--- config.mk ---
export PLATFORM = sky130hd
export DESIGN_NAME = srpg_queue
export DESIGN_NICKNAME = d
export VERILOG_FILES = /design/src/rtl/srpg_pkg.sv /design/src/rtl/srpg_queue.sv
export SDC_FILE = /design/constraint.sdc
export NUM_CORES = 1
export LEC_CHECK = 0
export BUFFER_PORTS_ARGS = -buffer_cell sky130_fd_sc_hd__buf_2
export CAP_MARGIN = 20
export CORE_ASPECT_RATIO = 1.1
export CORE_MARGIN = 3
export CORE_UTILIZATION = 30
export DETAILED_ROUTE_END_ITERATION = 7
export SLEW_MARGIN = 20
export SYNTH_ARGS = -nofsm -noshare
export SYNTH_HDL_FRONTEND = slang
export SYNTH_SLANG_ARGS = --single-unit
--- constraint.sdc ---
create_clock -name i_clk -period 7.7 [get_ports i_clk]
set_input_delay 0.77 -clock i_clk [delete_from_list [all_inputs] [get_ports i_clk]]
set_output_delay 0.77 -clock i_clk [all_outputs]
set_load 0.01 [all_outputs]
--- src/rtl/srpg_pkg.sv ---
// Shared types, codes and constants of the Spectrum raster pixel generator.
package srpg_pkg;

    localparam int CELL_COLUMNS_DEF = 32;
    localparam int CELL_ROWS_DEF    = 24;

    localparam int BITMAP_DEPTH = 6144;
    localparam int ATTR_DEPTH   = 768;
    localparam int BMP_AW       = $clog2(BITMAP_DEPTH);
    localparam int ATTR_AW      = $clog2(ATTR_DEPTH);

    // The queue depth must be a power of two.
    localparam int QUEUE_DEPTH = 2;
    localparam int QP_W        = $clog2(QUEUE_DEPTH);

    typedef logic [1:0] t_op;
    localparam t_op OP_WR_BITMAP = 2'd0;
    localparam t_op OP_WR_ATTR   = 2'd1;
    localparam t_op OP_RENDER    = 2'd2;

    typedef logic [1:0] t_cfg_idx;
    localparam t_cfg_idx CFG_BORDER_COLOR  = 2'd0;
    localparam t_cfg_idx CFG_SYNC_BITS     = 2'd1;
    localparam t_cfg_idx CFG_BORDER_HEIGHT = 2'd2;
    localparam t_cfg_idx CFG_BORDER_WIDTH  = 2'd3;

    localparam logic [7:0] BORDER_HEIGHT_RST = 8'd24;
    localparam logic [7:0] BORDER_WIDTH_RST  = 8'd32;

    typedef enum logic [1:0] {
        K_WR_BMP,
        K_WR_ATTR,
        K_BORDER,
        K_PIXEL
    } t_kind;

    typedef struct packed {
        logic [7:0] border_color;
        logic [7:0] sync_bits;
        logic [7:0] border_height;
        logic [7:0] border_width;
    } t_cfg;

    typedef struct packed {
        t_kind              kind;
        logic               bmp_ok;
        logic [BMP_AW-1:0]  bmp_idx;
        logic               attr_ok;
        logic [ATTR_AW-1:0] attr_idx;
        logic [2:0]         bit_sel;
        logic [15:0]        data;
    } t_cmd;

endpackage

--- src/rtl/srpg_queue.sv ---
// Short command queue between the front end and the back end.
module srpg_queue (
    input  logic           i_clk,
    input  logic           i_rst_n,
    input  logic           i_push,
    input  srpg_pkg::t_cmd i_cmd,
    output logic           o_full,
    output logic           o_valid,
    output srpg_pkg::t_cmd o_cmd,
    input  logic           i_pop
);

    srpg_pkg::t_cmd              r_mem [srpg_pkg::QUEUE_DEPTH];
    logic [srpg_pkg::QP_W-1:0]   r_wr, r_rd;
    logic [srpg_pkg::QP_W:0]     r_count, n_count;

    always_comb begin
        n_count = r_count;
        if (i_push && !i_pop) begin
            n_count = r_count + 1'b1;
        end else if (i_pop && !i_push) begin
            n_count = r_count - 1'b1;
        end
    end

    always_ff @(posedge i_clk) begin
        if (!i_rst_n) begin
            r_wr    <= '0;
            r_rd    <= '0;
            r_count <= '0;
        end else begin
            if (i_push) begin
                r_wr <= r_wr + 1'b1;
            end
            if (i_pop) begin
                r_rd <= r_rd + 1'b1;
            end
            r_count <= n_count;
        end
    end

    always_ff @(posedge i_clk) begin
        if (i_push) begin
            r_mem[r_wr] <= i_cmd;
        end
    end

    assign o_full  = r_count == (srpg_pkg::QP_W + 1)'(srpg_pkg::QUEUE_DEPTH);
    assign o_valid = r_count != '0;
    assign o_cmd   = r_mem[r_rd];

endmodule

# Yosys cells after proc, flatten, opt, wreduce, memory -nomap -nowiden
# Memory sizes are Yosys's and may differ from the RTL's. A register that Yosys moved wholly into a read port is not among the register bits.
# Cells that the tools add are included.
# totals
regBits,4
latchBits,0
ramBits,92
romBits,0
in_bits,50
output_inout_bits,48
word_cells,21
n_memories,1
# mem_list
memory,depth,word_bits,rd,rd_ports_with_merged_regs,write_ports,line_no,rtl
r_mem,2,46,1,1,1,srpg_queue.sv:13,srpg_pkg::t_cmd r_mem [srpg_pkg::QUEUE_DEPTH];
# op_classes
add_sub_neg,4
mul,0
n_div,0
order_cmp,0
n_eq_ne,1
shifts,0
mux,6
bitwise,0
reduce_logical,6
# op_table
op,n
$mux 1,4
$mux 2,2
$reduce_bool 2->1,2
$add 1x1->1 const B,2
$add 2x1->2 const B,1
$eq 2x2->1 const B,1
$logic_and 1x1->1,2
$logic_not 1->1,2
$sub 2x1->2 const B,1

# Longest topological paths before layout
# Gate-level depths: netlist of the first run.
# depth
word_depth,4
ltp_mapped,5
depth_no_buf,5

# Worst setup path before layout of the first run
# Ideal clock, no wire load.
# synth_path
path_type,input to register
startpoint,input port i_push
endpoint,memory r_mem[0][0] (netlist bit) (enable)
setup_ps,456
t_arrival_ps,2847
required_ps,7244
path_slack_ps,4397
path_stages,1
path_buffers,0
cell_sequence,nor2b_1
# synth_between
elab_chain_cells,2
# synth_rtl
item,line_no,rtl
start: declaration,srpg_queue.sv:5,"input logic i_push,"
$mux 1,srpg_queue.sv:43,if (i_push) begin
$mux 1 (not written as such),srpg_queue.sv:44,r_mem[r_wr] <= i_cmd;
end: declaration,srpg_queue.sv:13,
# Every way passes these cells.

==> results of run 1 <==
==> layer usage <==
layer	vias up	routed length (µm)	GRT usage
met3	10	357	0.0344
li1	850	-	-
met4	0	115	0.0491
met2	53	3260	0.158
met1	880	2560	0.115
met5	-	0	0
==> synthesized netlist by cell type <==
cell	instances	area (µm²)
xnor2_1	1	8.76
buf_4	1	7.51
dfxtp_1	5	100
nor2b_1	2	12.5
or3_1	1	6.26
a21boi_1	1	7.51
and2b_2	1	8.76
o21ai_0	1	5.00
edfxtp_1	92	2760
o21a_1	1	7.51
buf_6	4	45.0
mux2_2	46	518
ha_1	1	12.5
inv_1	1	3.75
or2_2	1	6.26
xor2_1	2	17.5
and2_1	4	25.0
==> kinds of logic (layout without fill, tap and decap cells) <==
family                   after synthesis  in the layout
AO/OA/AOI/OAI                          3              3
XOR/XNOR                               3              3
adder cells (fa/ha/maj)                1              1
buffers and inverters                  6            114
flip-flops                            97             97
multiplexers                          46             46
AND/OR/NAND/NOR                        9              9
==> path summary, 6_finish.rpt <==
| kind | endpoint | slack, ps | cells past startpoint |
|---|---|---|---|
| setup / recovery | o_cmd[40] | 5250 | 2 |
| hold / removal | r_count[1]$_SDFFE_PN0P_ | 500 | 2 |
| setup reg to reg | r_mem[1][27]$_DFFE_PP_ | 6320 | 1 |
| hold reg to reg | r_count[1]$_SDFFE_PN0P_ | 500 | 2 |
==> worst max-delay path, cell delays in order (launching register included) <==
cell and delay [ps]:
dfxtp_4 770, mux2_2 430, buf_2 150
==> through the flow <==
| step | setup WS, ps | util | area [µm²] | hold WS, ps |
|---|---|---|---|---|
| after floorplan | 4400 | - | 3550 | 461 |
| after global placement | 5200 | 0.363 | 4190 | 477 |
| after global routing | 5130 | 0.390 | 4500 | 552 |
| final | 5250 | 0.390 | 4500 | 500 |
| after CTS | 5180 | 0.390 | 4500 | 504 |
| after detailed placement | 5550 | 0.364 | 4200 | 494 |
==> where the power goes <==
part / internal (mW) / switching (mW) / leakage, nW / total, mW
clock network: 0.281 / 0.174 / 0.147 / 0.455
registers: 0.609 / 0.0166 / 0.906 / 0.625
logic: 0.0573 / 0.0512 / 0.627 / 0.109
==> sequential cells by signal, indices dropped and copies added (netlist names), named ones only <==
register and count:
r_count 2, r_mem 92, r_rd 1, r_wr 1
==> area by class of cell <==
class,instances,share of cell area
flip-flops and latches,97,0.637
inverters,1,0.000834
clock inverters,4,0.0153
well taps,150,0.0417
multi-input cells,62,0.144
repair buffers,98,0.110
clock buffers,11,0.0517
==> layout by cell type, fill, tap and decap left out <==
cell,Yosys,layout
a21boi_1,1,1
clkbuf_1,0,2
dfxtp_4,0,1
clkinv_1,0,1
and2b_2,1,1
clkbuf_16,0,9
bufinv_16,0,2
xor2_1,2,2
or3_1,1,1
mux2_2,46,46
inv_1,1,1
xnor2_1,1,1
o21a_1,1,1
clkinv_2,0,1
buf_4,1,1
or2_2,1,1
nor2b_4,0,1
dfxtp_1,5,4
nor2b_1,2,1
o21ai_0,1,1
and2_1,4,3
ha_1,1,1
buf_2,0,97
edfxtp_1,92,92
and2_4,0,1
==> results.cfg, run 1 <==
[die]
start_util = 0.308
die_h_um = 120
core-area_um2 = 11500
pin_count = 98
dieArea_um2 = 13200
fp-row-count = 41
die_width_um = 110

[global_route]
grtUsageTotal = 0.0982
antenna_found_initial = 0
overflow = 0
grt_pass1_vias = 1888
grt_max_degree = 48
grt_pass1_wl_um = 9390

[critical_path]
arrival_ps = 1680
critPathCaptureType = primary output
crit_path_start_kind = register
crit_required_ps = 6930
cp_max_fo = 46
reg2reg_from = r_wr$_SDFFE_PN0P_
critPathKind = register to primary output

[placed_design]
dp.cells = 408
hpwl_um = 3820
gp_congestion = 0.637
placement.io_buffers = 97

[synth]
ys_types = 17
avgSynthCellArea_um2 = 21.5
yosys.area_share.simple = 0.0165
synth_compound_area_frac = 0.00563
mappedNetlistArea_um2 = 3550
netlist_instances = 165
synth_xor_area_frac = 0.00739
ys_seq_area_frac = 0.805
yosysWarnings = 0
synth_top_family_by_area = multiplexers
ys_ff_latch = 97
yosys-mux-area-fraction = 0.146
synth_nets = 216
synthAdderAreaFrac = 0.00352

[run_status]
status = complete, no violations

[finish]
regArea_um2 = 2870
multi_input_area_um2 = 646
drive_above_1_share = 0.590
layout.cells.non_filler = 423
syn2layout_area_growth_pct = 26.5
diodes = 0
num-fill-cells = 1109
fin_nets = 320

[clocking]
clockRootBuffer = clkbuf_16
ctsResizeCount = 0
htreeDepth = 3
cts_num_sinks = 97
worstSkewPairLatency_ps = 330
numCtsBuffers = 9
post_cts_buffers = 0
max-clock-path-buffers = 2
clk_pin_slew_worst_paths_ps = 60
tritoncts = done
ctsHoldBuffers = 0

[detailed_routing]
firstDrtPassIters = 3
wl_um = 6290
via_per_inst = 4.24
drc = 0
ant_nets = 0
avgRoutedWirePerCell_um = 14.9
vias = 1793
drtIter0Drc = 54

[sta]
timing.setup.tns_ps = 0
timing.fmax_mhz = 407
slew_viol_final = 0
worst_pin_slew_ps = 668
finalHoldViolCount = 0
finalCriticalPeriod_ps = 2450
period_share = 0.319
rsz0062_at_grt = no
relSlewSlack = 0.554
skew_ps = 5.20
finalSetupViolations = 0

[pwr]
p_total_mw = 1.19
p_leak_nw = 1.68
vdd_ir_drop_max_v = 0.0000834
cellPowerDensity_nw_per_um2 = 264

[hold_path]
holdCritStartpoint = r_count[1]$_SDFFE_PN0P_
hp-class = register to register

[run]
drv_cap = 0
Power figures use the tool's default switching activity.
==> run 2: changes to the inputs <==
Clock period 7.7 ns to 2.35 ns, I/O delays scaled along.
==> run 2 against run 1 <==
Combinational power rose to 3.6 times the previous value. Largest power group unchanged. Clock skew about the same. First-iteration DRC count down 46%. Sequential power rose to 3.2 times the previous value. Worst hold slack worse by 420 ps. Highest routed layer unchanged. Flip-flop and latch count unchanged. Routed wire length down 1.2%. Design area up 0.83%.
==> results.cfg, run 2 (same netlist as run 1, synthesis figures left out) <==
[die]
core-area_um2 = 11500
dieArea_um2 = 13200
die_h_um = 120
start_util = 0.308
die_width_um = 110
pin_count = 98
fp-row-count = 41

[clocking]
ctsResizeCount = 0
htreeDepth = 3
tritoncts = done
post_cts_buffers = 0
cts_num_sinks = 97
numCtsBuffers = 9
worstSkewPairLatency_ps = 340
clk_pin_slew_worst_paths_ps = 60
max-clock-path-buffers = 2
clockRootBuffer = clkbuf_16
ctsHoldBuffers = 0

[finish]
final_util = 0.393
fin_area_um2 = 4540
layout.cells.non_filler = 429
drive_above_1_share = 0.595
layout_common_cells = buf_2, edfxtp_1, mux2_2
diodes = 0
top_regs = r_mem x92, r_count x2
syn2layout_area_growth_pct = 27.6
largest_register_ffs = 92
largest-register = r_mem
fin_nets = 325
num-fill-cells = 1097
mostFrequentLayoutCell = buf_2

[pwr]
internal_power_mw = 3.12
p_switching_mw = 0.783
cellPowerDensity_nw_per_um2 = 861
vdd_ir_drop_max_v = 0.000278
p_leak_nw = 1.70
seqPwrFrac = 0.517
p_total_mw = 3.90
combPwrFrac = 0.102
p_clk_frac = 0.382
netSwitchingFraction = 0.201

[detailed_routing]
firstDrtPassIters = 4
drc = 0
vias = 1813
wl_um = 6220
avgRoutedWirePerCell_um = 14.5
via_per_inst = 4.23
drtIter0Drc = 29
ant_nets = 0

[critical_path]
crit_required_ps = 2120
reg2reg_from = r_wr$_SDFFE_PN0P_
arrival_ps = 1510
critPathKind = register to primary output
cp_max_fo = 23
r2r_slack_ps = 910
reg2regPathDepth = 2
crit_path_start_kind = register
critPathCaptureType = primary output
reg2reg_to = r_mem[0][41]$_DFFE_PP_

[sta]
skew_ps = 5.52
finalCriticalPeriod_ps = 1750
timing.fmax_mhz = 572
period_share = 0.743
setup_slack_ps = 603
finalHoldViolCount = 0
hold_slack_ps = 81.0
rsz0062_at_grt = no
timing.setup.tns_ps = 0
slew_viol_final = 0
finalSetupViolations = 0
worst_pin_slew_ps = 450
relSlewSlack = 0.699

[placed_design]
gp_congestion = 0.652
place_worst_setup_slack_ps = 809
dp.cells = 413
hpwl_um = 4210
place_area_um2 = 4230
placement.io_buffers = 97

[hold_path]
holdCritStartpoint = i_cmd[7]
hp-class = input port to register
whs_path_depth = 1
whs_endpoint = r_mem[1][7]$_DFFE_PP_

[global_route]
grtUsageTotal = 0.0989
grt_max_degree = 25
overflow = 0
grt_pass1_wl_um = 9450
antenna_found_initial = 0
grt_pass1_vias = 1909

[run]
drv_cap = 0

[run_status]
status = complete, no violations
[run 2: cell types whose count changed in the layout (fill, tap and decap cells not counted), sizes merged]
cell,delta
buf,+5
clkbuf,+2
clkinv,-1
[run 2: layout make-up]
| class | count | area (µm²) | area share |
|---|---|---|---|
| Sequential cell | 97 | 2860 | 0.631 |
| Multi-Input combinational cell | 62 | 644 | 0.142 |
| Timing Repair Buffer | 103 | 531 | 0.117 |
| Clock buffer | 13 | 240 | 0.0530 |
| Tap cell | 150 | 188 | 0.0414 |
| Clock inverter | 3 | 65.1 | 0.0143 |
| Inverter | 1 | 3.75 | 0.000828 |
[run 2: how the worst max path moves through the flow]
stage | cells after the start | end | slack [ps]
3_3_place_gp | 3 | r_mem[0][32]$_DFFE_PP_ | 830
4_1_cts | 3 | o_cmd[35] | 560
5_1_grt | 3 | o_cmd[5] | 520
6_report | 3 | o_cmd[33] | 600
2_1_floorplan | 1 | r_mem[0][0]$_DFFE_PP_ | 390
3_5_place_dp | 3 | r_mem[0][36]$_DFFE_PP_ | 810
[run 2: critical path, cell delays in order (launching register included)]
cell     delay [ps]
dfxtp_2         320
buf_4           310
mux2_2          390
buf_2           140
[run 2: per-layer routing]
metal | up-vias | track usage | routed length (µm)
met5 | - | 0 | 0
met1 | 891 | 0.109 | 2450
met4 | 0 | 0.0491 | 140
met2 | 54 | 0.162 | 3190
met3 | 11 | 0.0409 | 437
li1 | 857 | - | -
[run 2: power groups by stage]
stage          clock network (mW)  registers (mW)  logic, mW
6_report                     1.49            2.02      0.397
5_1_grt                      1.63            2.02      0.437
4_1_cts                      1.55            2.02      0.410
3_5_place_dp                    0            2.06      0.408
3_3_place_gp                    0            2.05      0.402
2_1_floorplan                   0            2.05      0.241
