===== src/rtl/srpg_pkg.sv =====
// Shared types, codes and constants of the Spectrum raster pixel generator.
package srpg_pkg;

    localparam int CELL_COLUMNS_DEF = 32;
    localparam int CELL_ROWS_DEF    = 24;

    localparam int BITMAP_DEPTH = 6144;
    localparam int ATTR_DEPTH   = 768;
    localparam int BMP_AW       = $clog2(BITMAP_DEPTH);
    localparam int ATTR_AW      = $clog2(ATTR_DEPTH);

    // The queue depth must be a power of two.
    localparam int QUEUE_DEPTH = 2;
    localparam int QP_W        = $clog2(QUEUE_DEPTH);

    typedef logic [1:0] t_op;
    localparam t_op OP_WR_BITMAP = 2'd0;
    localparam t_op OP_WR_ATTR   = 2'd1;
    localparam t_op OP_RENDER    = 2'd2;

    typedef logic [1:0] t_cfg_idx;
    localparam t_cfg_idx CFG_BORDER_COLOR  = 2'd0;
    localparam t_cfg_idx CFG_SYNC_BITS     = 2'd1;
    localparam t_cfg_idx CFG_BORDER_HEIGHT = 2'd2;
    localparam t_cfg_idx CFG_BORDER_WIDTH  = 2'd3;

    localparam logic [7:0] BORDER_HEIGHT_RST = 8'd24;
    localparam logic [7:0] BORDER_WIDTH_RST  = 8'd32;

    typedef enum logic [1:0] {
        K_WR_BMP,
        K_WR_ATTR,
        K_BORDER,
        K_PIXEL
    } t_kind;

    typedef struct packed {
        logic [7:0] border_color;
        logic [7:0] sync_bits;
        logic [7:0] border_height;
        logic [7:0] border_width;
    } t_cfg;

    typedef struct packed {
        t_kind              kind;
        logic               bmp_ok;
        logic [BMP_AW-1:0]  bmp_idx;
        logic               attr_ok;
        logic [ATTR_AW-1:0] attr_idx;
        logic [2:0]         bit_sel;
        logic [15:0]        data;
    } t_cmd;

endpackage


===== src/rtl/srpg_front.sv =====
// Front end: classifies an input beat and works out the store addresses.
module srpg_front #(
    parameter int CELL_COLUMNS = srpg_pkg::CELL_COLUMNS_DEF,
    parameter int CELL_ROWS    = srpg_pkg::CELL_ROWS_DEF
) (
    input  srpg_pkg::t_op  i_op,
    input  logic [12:0]    i_address,
    input  logic [15:0]    i_write_data,
    input  logic [9:0]     i_scanline,
    input  logic [9:0]     i_pixel_x,
    input  srpg_pkg::t_cfg i_cfg,
    output logic           o_cmd_valid,
    output srpg_pkg::t_cmd o_cmd
);

    logic [9:0]  h, top, bottom, dv;
    logic [9:0]  left, right, dx;
    logic        in_v, in_h;
    logic [7:0]  v;
    logic [8:0]  x;
    logic [5:0]  col;
    logic [12:0] line_addr;
    logic [13:0] baddr;
    logic [11:0] aaddr;

    always_comb begin
        h      = {1'b0, i_scanline[9:1]};
        top    = {2'b00, i_cfg.border_height};
        bottom = top + 10'(CELL_ROWS * 8);
        in_v   = (h >= top) && (h < bottom);
        dv     = h - top;
        v      = dv[7:0];

        left  = {2'b00, i_cfg.border_width};
        right = left + 10'(CELL_COLUMNS * 8);
        in_h  = (i_pixel_x >= left) && (i_pixel_x < right);
        dx    = i_pixel_x - left;
        x     = dx[8:0];
        col   = x[8:3];

        line_addr = {v[7:6], v[2:0], v[5:3], 5'b00000};
        baddr     = {1'b0, line_addr} + 14'(col);
        aaddr     = 12'(v[7:3]) * 12'(CELL_COLUMNS) + 12'(col);

        o_cmd_valid   = 1'b1;
        o_cmd.data    = i_write_data;
        o_cmd.bit_sel = x[2:0];
        case (i_op)
            srpg_pkg::OP_WR_BITMAP: begin
                o_cmd.kind     = srpg_pkg::K_WR_BMP;
                o_cmd.bmp_ok   = i_address < 13'(srpg_pkg::BITMAP_DEPTH);
                o_cmd.attr_ok  = 1'b0;
                o_cmd.bmp_idx  = i_address[srpg_pkg::BMP_AW-1:0];
                o_cmd.attr_idx = i_address[srpg_pkg::ATTR_AW-1:0];
            end
            srpg_pkg::OP_WR_ATTR: begin
                o_cmd.kind     = srpg_pkg::K_WR_ATTR;
                o_cmd.bmp_ok   = 1'b0;
                o_cmd.attr_ok  = i_address < 13'(srpg_pkg::ATTR_DEPTH);
                o_cmd.bmp_idx  = i_address[srpg_pkg::BMP_AW-1:0];
                o_cmd.attr_idx = i_address[srpg_pkg::ATTR_AW-1:0];
            end
            srpg_pkg::OP_RENDER: begin
                o_cmd.kind     = (in_v && in_h) ? srpg_pkg::K_PIXEL : srpg_pkg::K_BORDER;
                o_cmd.bmp_ok   = baddr < 14'(srpg_pkg::BITMAP_DEPTH);
                o_cmd.attr_ok  = aaddr < 12'(srpg_pkg::ATTR_DEPTH);
                o_cmd.bmp_idx  = baddr[srpg_pkg::BMP_AW-1:0];
                o_cmd.attr_idx = aaddr[srpg_pkg::ATTR_AW-1:0];
            end
            default: begin
                o_cmd_valid    = 1'b0;
                o_cmd.kind     = srpg_pkg::K_BORDER;
                o_cmd.bmp_ok   = 1'b0;
                o_cmd.attr_ok  = 1'b0;
                o_cmd.bmp_idx  = i_address[srpg_pkg::BMP_AW-1:0];
                o_cmd.attr_idx = i_address[srpg_pkg::ATTR_AW-1:0];
            end
        endcase
    end

endmodule


===== config.mk =====
export PLATFORM = sky130hd
export DESIGN_NAME = srpg_front
export DESIGN_NICKNAME = d
export VERILOG_FILES = /design/src/rtl/srpg_pkg.sv /design/src/rtl/srpg_front.sv
export SDC_FILE = /design/constraint.sdc
export NUM_CORES = 1
export LEC_CHECK = 0
export BUFFER_PORTS_ARGS = -buffer_cell sky130_fd_sc_hd__buf_2
export CAP_MARGIN = 20
export CORE_ASPECT_RATIO = 1.4
export CORE_MARGIN = 5
export CORE_UTILIZATION = 40
export DETAILED_ROUTE_END_ITERATION = 16
export PLACE_DENSITY = 0.84
export SYNTH_ARGS = -nofsm -noshare
export SYNTH_HDL_FRONTEND = slang
export SYNTH_SLANG_ARGS = --single-unit

===== constraint.sdc =====
create_clock -name vclk -period 3.66
set_input_delay 0.366 -clock vclk [all_inputs]
set_output_delay 0.366 -clock vclk [all_outputs]
set_load 0.05 [all_outputs]

# Word-level counts from Yosys, hierarchy flattened
# Index checks and enable logic that the tools add are counted.
# classes
add_sub_neg	6
n_reduce_logical	5
eq_ne	2
n_mux	3
order_cmp	8
# ops
operator	count
$pmux W27 S3	1
$add A13 B6 Y14	1
$lt A14 B13 Y1 const B	1
$lt A13 B10 Y1 const B	1
$lt A13 B13 Y1 const B	1
$add A10 B6 Y11	1
$lt A11 B10 Y1 const B	1
$add A8 B9 Y10 const B	1
$ge A10 B8 Y1	1
$lt A10 B10 Y1	1
$add A8 B8 Y9 const B	1
$ge A9 B8 Y1	1
$lt A9 B9 Y1	1
$sub A9 B8 Y9	1
$sub A8 B8 Y8	1
$logic_and A1 B1 Y1	3
$reduce_or A3 Y1	1
$eq A2 B1 Y1 const B	1
$eq A2 B2 Y1 const B	1
$logic_not A2 Y1	1
$mux W1	2
# word_totals
output_inout_bits	47
register_bits	0
input_bits	83
wordCells	24

# Depth between registers and ports, before layout
# Gate-level depths: netlist of run 1.
# depth
depth_word	6
depth_mapped	14
mapped_depth_nobuf	14

# Worst setup path after synthesis of run 1
# OpenSTA, ideal clock, no wires.
# synth_timing
path_kind	input-to-output
from	in i_pixel_x[0]
to	out o_cmd[37] (netlist bit)
path_stages	13
arrival_ns	3.172
required_time_ns	3.294
path_buffers	1
slack_ns	0.122
cell_sequence	inv_1 -> ha_1 -> fa_1 -> nor2b_1 -> o21ai_1 -> nand2b_1 -> a21oi_1 -> xnor2_1 -> ha_1 -> ha_1 -> xnor2_1 -> o21ai_1 -> buf_4
# synth_rtl
item	line_no	source
start: declaration	srpg_front.sv:10	input logic [9:0] i_pixel_x,
end: declaration	srpg_front.sv:13	output srpg_pkg::t_cmd o_cmd

==> results of run 1 <==
## report_power, final
group          switching [W]  internal (W)  leakage [nW]
clock network              0             0             0
registers                  0             0             0
logic               0.000308      0.000160         0.960
## critical path, delay by kind of cell
kind                     cells  cell delay, ns
AO/OA/AOI/OAI                4            0.51
buffers and inverters        4            0.47
adder cells (fa/ha/maj)      3            0.85
XOR/XNOR                     2            0.29
AND/OR/NAND/NOR              4            0.56
## cell type report
| cell class | instances | area [µm²] |
|---|---|---|
| well taps | 42 | 52.6 |
| multi-input cells | 156 | 1210 |
| repair buffers | 85 | 442 |
| fillers | 394 | 1850 |
| inverters | 23 | 86.3 |
## logic make-up after synthesis
group	Yosys count	share of synthesized area, %
AND/OR/NAND/NOR	57	21.9
AO/OA/AOI/OAI	55	23.8
buffers and inverters	52	19.5
adder cells (fa/ha/maj)	25	21.9
XOR/XNOR	19	12.9
## per-layer routing
layer	global-route usage, %	vias up	share of wire [%]
met5	0	-	0
met4	1.70	0	0.15
met3	1.71	4	7.7
met2	33.0	54	57
met1	15.6	718	35
li1	-	811	-
## metrics by stage
step	cell area, µm²	total power (W)	setup slack [ns]	std cells	hold slack [ns]
floorplan	1500	0.000415	0.122	208	0.899
CTS	1760	0.000464	0.0623	304	0.732
global placement	1760	0.000453	0.158	304	0.732
detailed placement	1760	0.000462	0.0682	304	0.732
finish	1790	0.000468	0.240	306	0.732
global route	1790	0.000506	0.0468	306	0.732
## worst max-delay path by stage
stage                            to  slack [ns]          from
after global routing      o_cmd[40]        0.05  i_pixel_x[0]
final                     o_cmd[40]        0.24  i_pixel_x[0]
after floorplan           o_cmd[37]        0.12  i_pixel_x[0]
after detailed placement  o_cmd[40]        0.07  i_pixel_x[0]
after CTS                 o_cmd[40]        0.06  i_pixel_x[0]
after global placement    o_cmd[40]        0.16  i_pixel_x[0]
## cells in the final DEF (no fill, tap or decap), types with 5 or more instances in the layout
cell	n
o21ai_1	15
buf_2	80
nor2_1	7
nand2b_1	5
inv_1	23
xor2_1	7
ha_1	22
a21oi_1	12
xnor2_1	10
nand2_1	21
## repair_timing
item / 4_1_cts / 5_1_grt
hold buffers: 0 / 0
endpoints found under the setup margin: 0 / 3
endpoints found under the hold margin: 0 / 0
buffers inserted: 0 / 2
resized for setup: 0 / 5
==> summary.txt, run 1 <==
Run status
  • Outcome: completed

Worst hold path
  • Hold Path Cell Cnt: 0
  • Hold Path Class: in -> out
  • Hold path startpoint: i_write_data[13]
  • Min-Delay Endpoint: o_cmd[13]

Synthesis
  • Synth top cells by count: buf_4 (24), ha_1 (23), inv_1 (23), nand2_1 (21), o21ai_1 (15)
  • Cells after Synth: 208
  • Most frequent cell after synthesis: buf_4
  • Synth unique cells: 47
  • Yosys top cell by area: ha_1
  • Mean post-synth cell area: 7.20 µm²
  • Synthesized area: 1500 µm²
  • Syn_nets: 316
  • Post-synth top area share: 19.2%
  • Top cells by area, synth: ha_1 (19%), buf_4 (12%), xnor2_1 (5.8%), inv_1 (5.8%), nand2_1 (5.3%)
  • Yosys warns: 0
  • Register area share after synthesis: 0%

Critical path
  • Slowest stage delay, CP: 0.40 ns
  • Worst EP arrival: 3.05 ns
  • Crit path capture type: output pin
  • Worst-path maximum fanout: 4
  • CP max stage cell: fa_1
  • Critical-path cell list: buf_2, inv_1, ha_1, fa_1, nor2b_1, o21ai_1, nand2b_1, a21oi_2, xnor2_1, ha_2, o211a_1, nand3_2, buf_4, nor3b_2, xnor2_1, o21ai_1, buf_6
  • Critical Path Source Type: input port
  • WS Path Type: in -> out
  • Worst EP required: 3.29 ns

Timing
  • Period utilization: 93.5%
  • Final slew viol count: 0
  • Rel. slew slack: 65.0%
  • Actual slew at the worst max-slew pin: 0.523 ns
  • Setup TNS: 0 ns
  • FMAX: 292 MHz
  • RSZ-0062 raised after global routing: false
  • Min cycle time layout: 3.42 ns
  • Setup-failing EPs final: 0
  • Hold Vio Cnt, Final: 0

Route
  • Drt pass-1 iters: 4
  • Final ANT Viol Nets: 0
  • DR vias: 1587
  • Post-Route WL: 4030 µm
  • Vias/cell: 5.19
  • Drt wl/cell: 13.2 µm
  • Iter 0 DRT Violations: 56
  • DRC viols: 0

Global route
  • Number of global-route vias before repair: 1591
  • Total global routing overflow: 0
  • Total track usage: 15.5%
  • First-pass GRT wire length: 6330 µm
  • Largest net degree at the start of global routing: 27
  • Initial antenna violation count: 0

Floorplanning
  • Die W: 61.7 µm
  • Initial Util: 41.1%
  • Total die area: 5090 µm²
  • Site row count: 26
  • Top Ports: 130
  • Die height: 82.4 µm
  • CORE AREA: 3640 µm²

Final layout
  • Final core utilization: 49.2%
  • ANT cells: 0
  • Seq Cell Count: 0
  • Area growth syn-to-layout: 19.6%
  • CLK BUF: 0
  • Final #Nets: 374
  • Reg area: 0 µm²
  • Share of cells above drive strength 1: 37.5%

Placement
  • Post-DP HPWL: 3600 µm
  • Routability Congestion: 0.821
  • Port-buffer cells: 81

Pwr
  • Power Dens Cells: 261 nW/µm²
  • P_leak: 0.960 nW
  • Worst vdd ir: 0.151 mV

Job
  • Max Cap Viol: 0
No activity file was read; power rests on OpenSTA's default activity.
==> run 2, diff against run 1 <==
Settings changed: ABC_AREA from default to 1, CORE_MARGIN 5 to 2, CORE_UTILIZATION 40 to 42, PLACE_DENSITY 0.84 to 0.85, SLEW_MARGIN from default to 25.
==> summary.txt, run 2 <==
Run status
  • Outcome: completed

Synthesis
  • Register area share after synthesis: 0% (unchanged)
  • Post-synth top area share: 17.5% (-1.7 points)
  • Synth unique cells: 29 (-38%)
  • Synth top cells by count: nand2_1 (75), inv_1 (52), buf_4 (24), ha_1 (23), nor2_1 (20)
  • Yosys warns: 0 (unchanged)
  • Top cells by area, synth: ha_1 (18%), nand2_1 (17%), inv_1 (12%), buf_4 (11%), a21oi_1 (4.6%)
  • Synthesized area: 1640 µm² (+9.7%)
  • Syn_nets: 394 (+25%)
  • Mean post-synth cell area: 5.74 µm² (-20%)
  • Yosys top cell by area: ha_1
  • Most frequent cell after synthesis: nand2_1
  • Cells after Synth: 286 (+38%)

Final layout
  • Final core utilization: 51.5% (+2.3 points)
  • Fill cell count: 409 (+3.8%)
  • Final instance count without filler cells: 382 (+25%)
  • Commonest non-fill, non-tap cell in the layout: buf_2
  • Reg area: 0 µm² (unchanged)
  • Area growth syn-to-layout: 16.3%
  • Most frequent cells in the layout: buf_2 (81), nand2_1 (75), inv_1 (52)
  • Multi-input gate area: 1250 µm² (+3.2%)
  • Share of cells above drive strength 1: 30.6% (-6.9 points)
  • Seq Cell Count: 0 (unchanged)
  • Design area: 1910 µm² (+6.6%)
  • Final #Nets: 450 (+20%)
  • ANT cells: 0 (unchanged)
  • CLK BUF: 0 (unchanged)

Route
  • Drt pass-1 iters: 4 (unchanged)
  • DRC viols: 0 (unchanged)
  • DR vias: 1871 (+18%)
  • Iter 0 DRT Violations: 56 (unchanged)
  • Final ANT Viol Nets: 0 (unchanged)
  • Post-Route WL: 3940 µm (-2.2%)
  • Vias/cell: 4.90 (-5.6%)
  • Drt wl/cell: 10.3 µm (-22%)

Critical path
  • Worst EP arrival: 2.94 ns (-0.11 ns)
  • Worst-path maximum fanout: 3 (-1)
  • Critical Path Source Type: input port
  • Worst EP required: 3.29 ns (about the same)
  • WS Path Type: in -> out
  • Crit path capture type: output pin

Timing
  • Rel. slew slack: 71.5% (+6.5 points)
  • Hold Vio Cnt, Final: 0 (unchanged)
  • RSZ-0062 raised after global routing: false
  • Min Hold Slack: 0.732 ns (unchanged)
  • Period utilization: 90.3% (-3.2 points)
  • Setup-failing EPs final: 0 (unchanged)
  • Min cycle time layout: 3.30 ns (-0.116 ns)
  • Setup TNS: 0 ns (unchanged)
  • Final slew viol count: 0 (unchanged)
  • FMAX: 303 MHz (+3.5%)
  • Actual slew at the worst max-slew pin: 0.426 ns (-0.0970 ns)

Global route
  • Number of global-route vias before repair: 1755 (+10%)
  • Total global routing overflow: 0 (unchanged)
  • Initial antenna violation count: 0 (unchanged)
  • Largest net degree at the start of global routing: 22 (-19%)
  • First-pass GRT wire length: 6630 µm (+4.7%)
  • Total track usage: 17.2% (+1.6 points)

Floorplanning
  • Die height: 78 µm (-5.3%)
  • Total die area: 4430 µm² (-13%)
  • Site row count: 26 (unchanged)
  • CORE AREA: 3710 µm² (+1.8%)
  • Top Ports: 130 (unchanged)
  • Initial Util: 44.3% (+3.2 points)
  • Die W: 56.9 µm (-7.9%)

Pwr
  • Power Dens Cells: 236 nW/µm² (-9.6%)
  • Worst vdd ir: 0.155 mV (+2.7%)
  • P_leak: 1.22 nW (+27%)

Clock network
  • Hold Buf Count CTS: 0 (unchanged)

Job
  • Max Cap Viol: 0 (unchanged)

Placement
  • Post-DP HPWL: 3460 µm (-3.9%)
  • Routability Congestion: 0.865 (+5.3%)
  • Port-buffer cells: 81 (unchanged)
  • Area post-placement: 1910 µm² (+8.1%)
  • Inst Count DP: 382 (+26%)

Worst hold path
  • Hold path startpoint: i_write_data[10]
  • Min-Delay Endpoint: o_cmd[10]
  • Hold Path Cell Cnt: 0 (unchanged)
  • Hold Path Class: in -> out
run 2: stage by stage:
stage	power (W)	worst slack (ns)
global placement	0.000444	0.309
detailed placement	0.000450	0.290
global route	0.000494	0.0698
finish	0.000451	0.356
floorplan	0.000408	0.276
CTS	0.000452	0.277
run 2: how the worst max path moves through the flow:
stage / startpoint / to / slack, ns / cells after the start
2_1_floorplan: i_pixel_x[0] / o_cmd[37] / 0.28 / 14
3_3_place_gp: i_pixel_x[0] / o_cmd[41] / 0.31 / 17
3_5_place_dp: i_pixel_x[0] / o_cmd[41] / 0.29 / 17
4_1_cts: i_pixel_x[0] / o_cmd[41] / 0.28 / 17
5_1_grt: i_pixel_x[0] / o_cmd[43] / 0.07 / 18
6_report: i_pixel_x[0] / o_cmd[41] / 0.36 / 17
run 2: cell type report:
| class | instances | share of cell area (%) |
|---|---|---|
| Inverter | 52 | 10.2 |
| Tap cell | 42 | 2.75 |
| Multi-Input combinational cell | 206 | 65.4 |
| Timing Repair Buffer | 82 | 21.6 |
run 2: metal layers:
metal | part of all wire (%) | track usage, % | routed length, µm | up-vias
met5 | 0 | 0 | 0 | -
met4 | 1.1 | 2.33 | 43 | 0
met3 | 5.8 | 1.17 | 229 | 5
met2 | 53 | 34.7 | 2080 | 64
met1 | 40 | 19.4 | 1590 | 819
li1 | - | - | - | 983
run 2: repair_timing:
action                     4_1_cts  5_1_grt
resized for setup                0        1
setup endpoints to repair        0        1
hold endpoints to repair         0        0
buffers inserted                 0        0
run 2: logic make-up after synthesis:
family	share of synthesized area (%)
AO/OA/AOI/OAI	9.98
XOR/XNOR	4.26
adder cells (fa/ha/maj)	20.0
buffers and inverters	24.4
AND/OR/NAND/NOR	41.4
run 2: worst max-delay path: stages:
cell and delay (ns):
buf_2 0.07, inv_1 0.03, ha_1 0.20, fa_1 0.42, o21ai_2 0.23, nand2_1 0.09, a21boi_0 0.23, or2_1 0.14
ha_1 0.20, ha_1 0.22, inv_1 0.08, nor2_2 0.12, nand3_1 0.07, nand2_1 0.09, o21ai_1 0.06, inv_1 0.06
buf_2 0.25
run 2: power breakdown:
group,switching (W),internal [W],leakage (nW)
clock,0,0,0
sequential,0,0,0
combinational,0.000315,0.000136,1.22
==> run 3, diff against run 2 <==
Settings changed: CORE_UTILIZATION 42 to 35, PLACE_DENSITY 0.85 to 0.73.
==> summary.txt, run 3 (synthesized netlist as in run 2, its figures left out) <==
Run status
  • Outcome: completed

Global route
  • Number of global-route vias before repair: 1632 (-7.0%)
  • First-pass GRT wire length: 6350 µm (-4.2%)
  • Largest net degree at the start of global routing: 22 (unchanged)
  • Initial antenna violation count: 0 (unchanged)
  • Total track usage: 14.6% (-2.6 points)
  • Total global routing overflow: 0 (unchanged)

Floorplanning
  • Total die area: 5270 µm² (+19%)
  • CORE AREA: 4540 µm² (+22%)
  • Site row count: 29 (+12%)
  • Die W: 61.9 µm (+8.9%)
  • Die height: 85.1 µm (+9.1%)
  • Top Ports: 130 (unchanged)
  • Initial Util: 36.2% (-8.1 points)

Final layout
  • Commonest non-fill, non-tap cell in the layout: buf_2
  • Share of cells above drive strength 1: 30.3% (-0.29 points)
  • Reg area: 0 µm² (unchanged)
  • Seq Cell Count: 0 (unchanged)
  • Most frequent cells in the layout: buf_2 (81), nand2_1 (75), inv_1 (52)
  • Area growth syn-to-layout: 17.6%
  • Final #Nets: 450 (unchanged)
  • Final instance count without filler cells: 402 (+5.2%)
  • CLK BUF: 0 (unchanged)
  • Final core utilization: 42.6% (-8.9 points)
  • ANT cells: 0 (unchanged)

Clock network
  • Post-CTS sizing: 0 (unchanged)
  • Post CTS Setup Buffer Count: 0 (unchanged)
  • Hold Buf Count CTS: 0 (unchanged)

Placement
  • Routability Congestion: 0.879 (+1.6%)
  • Port-buffer cells: 81 (unchanged)
  • Inst Count DP: 402 (+5.2%)
  • Post-DP HPWL: 3500 µm (+1.3%)

Pwr
  • Total power: 0.000450 W (-0.14%)
  • Worst vdd ir: 0.0761 mV (-51%)
  • Power Dens Cells: 233 nW/µm² (-1.2%)
  • P_leak: 1.22 nW (-0.11%)

Timing
  • RSZ-0062 raised after global routing: false
  • Hold Vio Cnt, Final: 0 (unchanged)
  • Actual slew at the worst max-slew pin: 0.412 ns (-0.0143 ns)
  • Period utilization: 92.5% (+2.2 points)
  • Rel. slew slack: 72.5% (+0.96 points)
  • Final slew viol count: 0 (unchanged)
  • Min Hold Slack: 0.732 ns (-0.00000800 ns)
  • Setup-failing EPs final: 0 (unchanged)
  • Min cycle time layout: 3.38 ns (+0.0808 ns)
  • Setup TNS: 0 ns (unchanged)
  • FMAX: 295 MHz (-2.4%)

Route
  • Post-Route WL: 3880 µm (-1.4%)
  • Vias/cell: 4.57 (-6.7%)
  • DRC viols: 0 (unchanged)
  • Iter 0 DRT Violations: 28 (-50%)
  • Drt pass-1 iters: 4 (unchanged)
  • Drt wl/cell: 9.66 µm (-6.3%)
  • Final ANT Viol Nets: 0 (unchanged)
  • DR vias: 1837 (-1.8%)

Critical path
  • Top Family by Delay on Critical Path: adder cells
  • Worst EP required: 3.29 ns (about the same)
  • Buf/Inv on CP: 5 (unchanged)
  • Critical-path cell list: buf_2, inv_1, ha_1, fa_1, o21ai_1, nand2_1, a21boi_0, or2_1, ha_1, ha_1, inv_1, nor2_2, nand3_1, nand2_1, o21ai_1, inv_1, buf_2
  • Worst-path maximum fanout: 3 (unchanged)
  • Crit path capture type: output pin
  • WS Path Type: in -> out
  • CP max stage cell: fa_1
  • Critical Path Source Type: input port
  • Slowest stage delay, CP: 0.41 ns (about the same)
  • Worst EP arrival: 3.02 ns (+0.08 ns)

Worst hold path
  • Hold Path Class: in -> out

Job
  • Max Cap Viol: 0 (unchanged)
==> run 3: power by group <==
group          total [W]  switching, W  internal, W  leakage (nW)
clock network          0             0            0             0
logic           0.000450      0.000315     0.000136          1.22
registers              0             0            0             0
==> run 3: worst paths after layout <==
path,from,endpoint,cells after the start
max,i_pixel_x[0],o_cmd[41],17
min,i_write_data[15],o_cmd[15],0
==> run 3: cell type report <==
type                            count  area (µm²)
Fill cell                         519        2600
Tap cell                           62        77.6
Inverter                           52         195
Multi-Input combinational cell    206        1250
Timing Repair Buffer               82         413
==> run 3: metal layers <==
| layer | share of wire, % | up-vias | global-route usage [%] |
|---|---|---|---|
| li1 | - | 985 | - |
| met1 | 43 | 791 | 17.4 |
| met2 | 51 | 59 | 28.7 |
| met3 | 5.5 | 2 | 0.152 |
| met4 | 0.41 | 0 | 1.16 |
| met5 | 0 | - | 0 |
==> run 3: through the flow <==
stage | instance area, µm² | setup WS (ns)
5_1_grt | 1930 | 0.0319
3_3_place_gp | 1930 | 0.299
6_report | 1930 | 0.275
4_1_cts | 1930 | 0.247
2_1_floorplan | 1650 | 0.276
3_5_place_dp | 1930 | 0.261
